===== src/bwi_pkg.sv =====
// ----------------------------------------------------------------------------
// Bicubic window interpolator package
// Widths, pipeline depth and default settings shared by the interpolator
// modules.
// ----------------------------------------------------------------------------
package bwi_pkg;

  // Item field widths.
  localparam int PIX_W  = 8;
  localparam int ROW_W  = 4 * PIX_W;
  localparam int FRAC_W = 16;

  // Default number of fraction bits in frac_x and frac_y.
  localparam int DEF_FRAC_BITS = 16;

  // A pixel as a signed sample, and the widths of the two kernel results.
  // Each kernel pass grows the sample magnitude by less than a factor of 16.
  localparam int PIX_SW = PIX_W + 1;
  localparam int ROWV_W = PIX_SW + 4;
  localparam int COLV_W = ROWV_W + 4;

  // Register stages in one cubic kernel pass.
  localparam int CUBIC_LAT = 7;

  // Upper end of the output byte range.
  localparam int PIX_MAX = 255;

endpackage


===== src/bwi_cubic.sv =====
// ----------------------------------------------------------------------------
// Cubic kernel pass
// Seven-stage pipeline for one Catmull-Rom kernel evaluation over four signed
// samples, with exact add-one-half and truncate-toward-zero rounding at each
// of the three products.
// ----------------------------------------------------------------------------
module bwi_cubic #(
  parameter int AW        = bwi_pkg::PIX_SW,
  parameter int FRAC_BITS = bwi_pkg::DEF_FRAC_BITS
) (
  input  logic                        clk,
  input  logic                        rst,
  input  logic                        in_vld,
  input  logic [bwi_pkg::FRAC_W-1:0]  t,
  input  logic signed [AW-1:0]        a0,
  input  logic signed [AW-1:0]        a1,
  input  logic signed [AW-1:0]        a2,
  input  logic signed [AW-1:0]        a3,
  output logic                        out_vld,
  output logic signed [AW+3:0]        k
);
  import bwi_pkg::*;

  // Term widths, sized from the worst case magnitude of the samples.
  localparam int TW  = FRAC_W + 1;
  localparam int C3W = AW + 3;
  localparam int C2W = AW + 4;
  localparam int MW  = AW + 5;
  localparam int SW  = AW + 5;
  localparam int OW  = AW + 4;
  localparam int P3W = TW + C3W;
  localparam int P2W = TW + MW;
  localparam int P1W = TW + SW;
  localparam int NW  = (AW + FRAC_BITS + 2 > P1W) ? AW + FRAC_BITS + 2 : P1W;
  localparam int RW  = NW + 2;

  // Adds one half and truncates toward zero after dropping sh fraction bits.
  function automatic logic signed [RW-1:0] rnd_half(input logic signed [RW-1:0] x,
                                                      input int sh);
    logic signed [RW-1:0] one;
    logic signed [RW-1:0] q;
    one = RW'(1);
    q   = x + (one <<< (sh - 1));
    if (q < 0) begin
      return (q + (one <<< sh) - one) >>> sh;
    end else begin
      return q >>> sh;
    end
  endfunction

  // Pipeline registers.
  logic                  v1, v2, v3, v4, v5, v6, v7;
  logic signed [TW-1:0]  t1, t2, t3, t4, t5;
  logic signed [AW-1:0]  a0_1, a0_2, a0_3, a0_4;
  logic signed [AW-1:0]  a1_1, a1_2, a1_3, a1_4, a1_5, a1_6;
  logic signed [AW-1:0]  a2_1, a2_2, a2_3, a2_4;
  logic signed [C3W-1:0] c3_1;
  logic signed [C2W-1:0] c2_1, c2_2;
  logic signed [P3W-1:0] p3_2;
  logic signed [MW-1:0]  m2_3;
  logic signed [P2W-1:0] p2_4;
  logic signed [SW-1:0]  s_5;
  logic signed [P1W-1:0] p1_6;
  logic signed [OW-1:0]  k_7;

  // Next values of the stages that round.
  logic signed [C3W-1:0] c3_next;
  logic signed [C2W-1:0] c2_next;
  logic signed [RW-1:0]  r3_full;
  logic signed [MW-1:0]  m2_next;
  logic signed [RW-1:0]  r2_full;
  logic signed [SW-1:0]  s_next;
  logic signed [RW-1:0]  num_full;
  logic signed [RW-1:0]  k_full;
  logic signed [OW-1:0]  k_next;

  // Polynomial coefficients of the cubic and quadratic terms.
  always_comb begin
    c3_next = C3W'(a3 - a0) + C3W'(3 * (C3W'(a1) - C3W'(a2)));
    c2_next = C2W'(2 * C2W'(a0)) - C2W'(5 * C2W'(a1)) + C2W'(4 * C2W'(a2)) - C2W'(a3);
  end

  // Rounded cubic term folded into the quadratic coefficient.
  always_comb begin
    r3_full = rnd_half(RW'(p3_2), FRAC_BITS);
    m2_next = MW'(RW'(c2_2) + r3_full);
  end

  // Rounded quadratic term folded into the linear coefficient.
  always_comb begin
    r2_full = rnd_half(RW'(p2_4), FRAC_BITS);
    s_next  = SW'(RW'(a2_4) - RW'(a0_4) + r2_full);
  end

  // Final sum over one extra bit, which halves the whole expression.
  always_comb begin
    num_full = (RW'(a1_6) <<< (FRAC_BITS + 1)) + RW'(p1_6);
    k_full   = rnd_half(num_full, FRAC_BITS + 1);
    k_next   = OW'(k_full);
  end

  // Valid bits travel with the item.
  always_ff @(posedge clk) begin
    if (rst) begin
      v1 <= 1'b0;
      v2 <= 1'b0;
      v3 <= 1'b0;
      v4 <= 1'b0;
      v5 <= 1'b0;
      v6 <= 1'b0;
      v7 <= 1'b0;
    end else begin
      v1 <= in_vld;
      v2 <= v1;
      v3 <= v2;
      v4 <= v3;
      v5 <= v4;
      v6 <= v5;
      v7 <= v6;
    end
  end

  // Datapath stages: coefficients, three multiply and round steps.
  always_ff @(posedge clk) begin
    t1   <= TW'($signed({1'b0, t}));
    a0_1 <= a0;
    a1_1 <= a1;
    a2_1 <= a2;
    c3_1 <= c3_next;
    c2_1 <= c2_next;

    t2   <= t1;
    a0_2 <= a0_1;
    a1_2 <= a1_1;
    a2_2 <= a2_1;
    c2_2 <= c2_1;
    p3_2 <= P3W'(t1) * P3W'(c3_1);

    t3   <= t2;
    a0_3 <= a0_2;
    a1_3 <= a1_2;
    a2_3 <= a2_2;
    m2_3 <= m2_next;

    t4   <= t3;
    a0_4 <= a0_3;
    a1_4 <= a1_3;
    a2_4 <= a2_3;
    p2_4 <= P2W'(t3) * P2W'(m2_3);

    t5   <= t4;
    a1_5 <= a1_4;
    s_5  <= s_next;

    a1_6 <= a1_5;
    p1_6 <= P1W'(t5) * P1W'(s_5);

    k_7  <= k_next;
  end

  assign out_vld = v7;
  assign k       = k_7;

endmodule


===== config.mk =====
export PLATFORM = sky130hd
export DESIGN_NAME = bwi_cubic
export DESIGN_NICKNAME = d
export VERILOG_FILES = /design/src/bwi_pkg.sv /design/src/bwi_cubic.sv
export SDC_FILE = /design/constraint.sdc
export NUM_CORES = 2
export LEC_CHECK = 0
export BUFFER_PORTS_ARGS = -buffer_cell sky130_fd_sc_hd__buf_2
export CORE_MARGIN = 10
export CORE_UTILIZATION = 39
export CTS_CLUSTER_DIAMETER = 200
export DETAILED_ROUTE_END_ITERATION = 8
export PLACE_DENSITY = 0.63
export SYNTH_ARGS = -nofsm -noshare
export SYNTH_HDL_FRONTEND = slang
export SYNTH_SLANG_ARGS = --single-unit

===== constraint.sdc =====
create_clock -name clk -period 13.22 [get_ports clk]
set_input_delay 2.644 -clock clk [delete_from_list [all_inputs] [get_ports clk]]
set_output_delay 2.644 -clock clk [all_outputs]
set_load 0.1 [all_outputs]

# After elaboration in Yosys (flattened, before gate mapping)
# Cells that the tools add are included.
[op_classes] addsub=19 n_mul=5 magnitude_cmp=3 muxes=3
[ops] operator="$sub A30 B2 Y30 const B" n=3
[ops] operator="$mul A17 B14 Y31" n=2
[ops] operator="$add A30 B18 Y30 const B" n=2
[ops] operator="$add A32 B18 Y33 const B" n=1
[ops] operator="$lt A33 B1 Y1 const B" n=1
[ops] operator="$add A26 B31 Y32" n=1
[ops] operator="$add A31 B17 Y32 const B" n=1
[ops] operator="$lt A32 B1 Y1 const B" n=1
[ops] operator="$add A29 B17 Y30 const B" n=1
[ops] operator="$add A30 B19 Y30 const B" n=1
[ops] operator="$lt A30 B1 Y1 const B" n=1
[ops] operator="$sub A9 B9 Y10" n=3
[ops] operator="$mul A17 B12 Y29" n=1
[ops] operator="$mux W14" n=2
[ops] operator="$add A10 B14 Y14" n=1
[ops] operator="$add A13 B14 Y14" n=1
[ops] operator="$add A13 B11 Y13" n=1
[ops] operator="$mul A4 B9 Y13 const A" n=1
[ops] operator="$mux W13" n=1
[ops] operator="$sub A10 B13 Y13" n=1
[ops] operator="$sub A13 B9 Y13" n=1
[ops] operator="$add A10 B12 Y12" n=1
[ops] operator="$mul A3 B10 Y12 const A" n=1
[word_totals] regBits=383 input_bits=55 out_inout_bits=14 word_cells=65

# Longest topological paths before layout
[depth] ltp_word=5 ltp_mapped=23 mapped_depth_nobuf=22

# Least setup slack after synthesis
# No wires, ideal clock.
[synth_path] path_kind="input port to flip-flop" start="input port a1[0]" end="register c3_1[11]" setup_time_ns=0.122 arrival_ns=6.652 required_ns=13.098 slack_ns=6.446 path_stages=20 n_path_buf=0 path_cell_list="inv_1 -> ha_1 -> inv_1 -> fa_1 -> a21o_1 -> a21oi_1 -> nor2b_1 -> o21a_1 -> o41ai_1 -> xnor2_1 -> ha_1 -> inv_1 -> fa_1 -> inv_1 -> fa_1 -> ha_1 -> and3_1 -> a2111oi_0 -> o211ai_1 -> xnor2_1"
[synth_via] elab_chain_cells=3
[synth_rtl] element="from (decl)" line="bwi_cubic.sv:16" source="input logic signed [AW-1:0] a1,"
[synth_rtl] element="$sub A9 B9 Y10" line="bwi_cubic.sv:79" source="c3_next = C3W'(a3 - a0) + C3W'(3 * (C3W'(a1) - C3W'(a2)));"
[synth_rtl] element="$mul A3 B10 Y12" line="bwi_cubic.sv:79"
[synth_rtl] element="$add A10 B12 Y12" line="bwi_cubic.sv:79"
[synth_rtl] element="named net c3_next[11]" line="bwi_cubic.sv:67" source="logic signed [C3W-1:0] c3_next;"
[synth_rtl] element="to (signal assigned)" line="bwi_cubic.sv:129" source="c3_1 <= c3_next;"
[synth_rtl] element="to (decl)" line="bwi_cubic.sv:57" source="logic signed [C3W-1:0] c3_1;"
# The timed path passes the listed nets, and every way through them passes these cells.
# A chain may end at the register's enable or synchronous reset.

# Worst setup path in the final report
[layout_path] start="input port a2[0]" end="register c3_1[11]"
[layout_via] elab_chain_cells=3
[layout_rtl] element="from (decl)" line="bwi_cubic.sv:17" source="input logic signed [AW-1:0] a2,"
[layout_rtl] element="$sub A9 B9 Y10" line="bwi_cubic.sv:79"
[layout_rtl] element="$mul A3 B10 Y12" line="bwi_cubic.sv:79"
[layout_rtl] element="$add A10 B12 Y12" line="bwi_cubic.sv:79"
[layout_rtl] element="named net c3_next[11]" line="bwi_cubic.sv:67"
# The timed path passes the listed nets, and every way through them passes these cells.

==> qor.txt <==
======================================================================================================
Total global routing overflow ...........................................................            0
Sink count of the clock tree ............................................................          383
Final Max Slew Viols ....................................................................            0
Cts-stage hold buffer count .............................................................            0
Vertical die dimension ..................................................................       325 um
Number of synthesized flops with an enable pin ..........................................            0
Via count ...............................................................................        24500
Fin nets ................................................................................         4813
Die Outline Area ........................................................................  105000 um^2
Async set or reset register ratio after synthesis .......................................           0%
CTS tree ................................................................................         done
Highest-count cells in the layout ignoring fill and taps ................................ sky130_fd_sc_hd__inv_1, sky130_fd_sc_hd__fa_1, sky130_fd_sc_hd__ha_1
Chain of cells forming the critical path ................................................ buf_2 -> ha_1 -> inv_1 -> fa_1 -> a21o_1 -> a21oi_1 -> nor2b_1 -> o21a_1 -> o41ai_1 -> xnor2_1 -> ha_1 -> inv_1 -> fa_1 -> inv_1 -> fa_1 -> ha_1 -> nor4_1 -> a2111oi_0 -> o211ai_1 -> xnor2_1
Max Freq ................................................................................      148 MHz
Most frequent standard cell in the layout excluding fill and tap cells .................. sky130_fd_sc_hd__inv_1
Mean routed wirelength per cell .........................................................      15.3 um
Maximum level of the CTS H-tree .........................................................            2
Ports ...................................................................................           69
Cells after synthesis ...................................................................         3775
Dominant combinational cell family by area after synthesis ..............................  adder cells
Global-route wire length before repair ..................................................    132000 um
Final hold violation count ..............................................................            0
Least-Margin Pin Slew ...................................................................       907 ps
TritonCTS Buffers .......................................................................           46
Required arrival time at the worst endpoint .............................................     13710 ps
Clock transition at the register clock pins on the worst setup and hold paths after CTS .        60 ps
DIE WIDTH ...............................................................................       325 um
Area of the multi-input gates ...........................................................   25300 um^2
Worst relative slew slack ...............................................................        39.5%
Reg2Reg Setup Slack .....................................................................      6660 ps
Maximum clock skew at final layout ......................................................      29.4 ps
Data arrival, critical path .............................................................      7230 ps
Crit path launch type ...................................................................   input port
Buffer count from post-CTS setup fixing .................................................            0
DRC violations left .....................................................................            0
Slowest cell on the critical path ....................................................... sky130_fd_sc_hd__fa_1
Resize count post-CTS ...................................................................            0
Final wirelength ........................................................................     77900 um
Number of setup violations in the final report ..........................................            0
Area share of and/or/nand/nor cells after synthesis .....................................        14.5%
Unique cell type count in the Yosys netlist .............................................           80
Syn Nets ................................................................................         4790
Pin count of the biggest net entering global routing ....................................           19
Gpl congestion ..........................................................................        0.853
Run status .............................................................................. finished, final reports clean
Multiplexer share of the synthesized area ...............................................           0%
Final worst path period need ............................................................      6750 ps
Via/cell ratio ..........................................................................         4.82
WS Path Type ............................................................................ input port to flip-flop
Adder and majority cell fraction of the synthesized area ................................        44.4%
Detailed-placement wirelength estimate ..................................................     61900 um
Number of diodes added for antenna fixing ...............................................            0
Area fraction in compound gates after synthesis .........................................        6.38%
Maximum net fanout on the critical path .................................................            6
Antenna violations before repair ........................................................            2
Final-layout setup total negative slack .................................................         0 ps
Fillcell total ..........................................................................         8995
YS warnings .............................................................................            0
Mean post-synth cell area ...............................................................    9.59 um^2
CTS root buffer ......................................................................... sky130_fd_sc_hd__clkbuf_16
Drt first pass iters ....................................................................            5
Kind of end point of the critical path ..................................................    flip-flop
Placeable core region ...................................................................   91800 um^2
Area taken by flip-flops and latches ....................................................    7670 um^2
Worst Hold Class ........................................................................ flip-flop to flip-flop
Share of the cycle needed by the critical path after routing ............................        51.0%
Via count of the first global-routing pass ..............................................        26000
Starting density of the core ............................................................        39.4%
Part of the Yosys area used for sequential elements .....................................        21.2%
Port bufs ...............................................................................           68
Longest individual stage delay on the worst path ........................................       500 ps
Post-synthesis xor/xnor area fraction ...................................................        4.67%
Iteration-0 DRC Markers .................................................................         1017
Buffers from clock root to sink, at most ................................................            3
Antenna viol nets, final ................................................................            0
Most used flip-flop cell after synthesis ................................................ sky130_fd_sc_hd__dfxtp_1
Cell area after synthesis ...............................................................   36200 um^2
Number of placement rows ................................................................          111
Flops & latches, synth ..................................................................          383
Clock network latency to the later pin of the worst-skew pair ...........................       600 ps
Total track usage .......................................................................        15.1%
RSZ-0062 raised after global routing ....................................................           no
Share of final-layout standard cells stronger than drive strength 1 .....................        4.64%
Area Overhead vs Synth ..................................................................        8.54%
MaxCap Viol Count .......................................................................            0
======================================================================================================
[routing by layer]
layer,track usage (%),part of all wire [%],vias to the layer above
li1,-,-,11700
met1,18.9,44,12300
met2,27.0,50,365
met3,1.87,3.2,109
met4,3.85,2.1,2
met5,0,0.017,-
[layout make-up]
| type | instances | area share, % |
|---|---|---|
| repair buffers | 76 | 1.02 |
| clock buffers | 60 | 3.22 |
| well taps | 1243 | 3.96 |
| flip-flops and latches | 383 | 19.5 |
| clock inverters | 24 | 0.720 |
| inverters | 747 | 7.14 |
| multi-input cells | 2544 | 64.4 |
[metrics by stage]
stage | hold WS (ps) | instance area [um^2] | util, % | setup slack, ps | instances
floorplan | 310 | 36200 | - | 6450 | 3775
global placement | 310 | 37700 | 41.1 | 5990 | 4993
detailed placement | 312 | 37700 | 41.1 | 5910 | 4993
CTS | 296 | 39300 | 42.8 | 6530 | 5077
global route | 305 | 39300 | 42.8 | 6160 | 5077
finish | 306 | 39300 | 42.8 | 6470 | 5077
[critical path: cells and delay by family]
family          cells  cell delay (ps)
compound gates      6             1510
simple gates        2              140
buf+inv             4              340
xor+xnor            2              340
fa+ha+maj           6             2250
[synthesized netlist by cell type (41+ instances only)]
library cell,n,area [um^2]
sky130_fd_sc_hd__and2_1,292,1830
sky130_fd_sc_hd__o21ai_0,66,330
sky130_fd_sc_hd__dfxtp_1,383,7670
sky130_fd_sc_hd__nor2_1,98,368
sky130_fd_sc_hd__ha_1,423,5290
sky130_fd_sc_hd__nor2b_1,56,350
sky130_fd_sc_hd__fa_1,537,10800
sky130_fd_sc_hd__xnor2_1,141,1230
sky130_fd_sc_hd__inv_1,746,2800
sky130_fd_sc_hd__nor3_1,41,205
sky130_fd_sc_hd__xor2_1,52,455
sky130_fd_sc_hd__clkbuf_1,91,342
sky130_fd_sc_hd__a21oi_1,98,490
sky130_fd_sc_hd__nand2_1,398,1490
[kinds of logic (layout without fill, tap and decap cells)]
| family | after synthesis | count (layout) |
|---|---|---|
| flip-flops | 383 | 383 |
| adder cells (fa/ha/maj) | 961 | 961 |
| AO/OA/AOI/OAI | 349 | 349 |
| buffers and inverters | 848 | 907 |
| AND/OR/NAND/NOR | 1041 | 1041 |
| XOR/XNOR | 193 | 193 |
[state kept, by name (all words and copies together) (netlist names), 12 cells and up]
name	flops
m2_3	14
p3_2	29
s_5	14
c2_1	13
t4	16
t2	16
p1_6	31
t5	16
t1	16
c3_1	12
k	13
c2_2	13
t3	16
p2_4	31
[path summary, 6_finish.rpt]
| path | startpoint | end | cells past startpoint |
|---|---|---|---|
| worst max-delay path | a2[0] | c3_1[11] | 20 |
| worst min-delay path | a2_1[0] | a2_2[0] | 0 |
| worst max register to register | s_5[5] | p1_6[30] | 19 |
| worst min register to register | a2_1[0] | a2_2[0] | 0 |
Power is left out: the tool's default activity adds up to more than one toggle a clock period on the data nets, which glitch-free logic cannot reach.
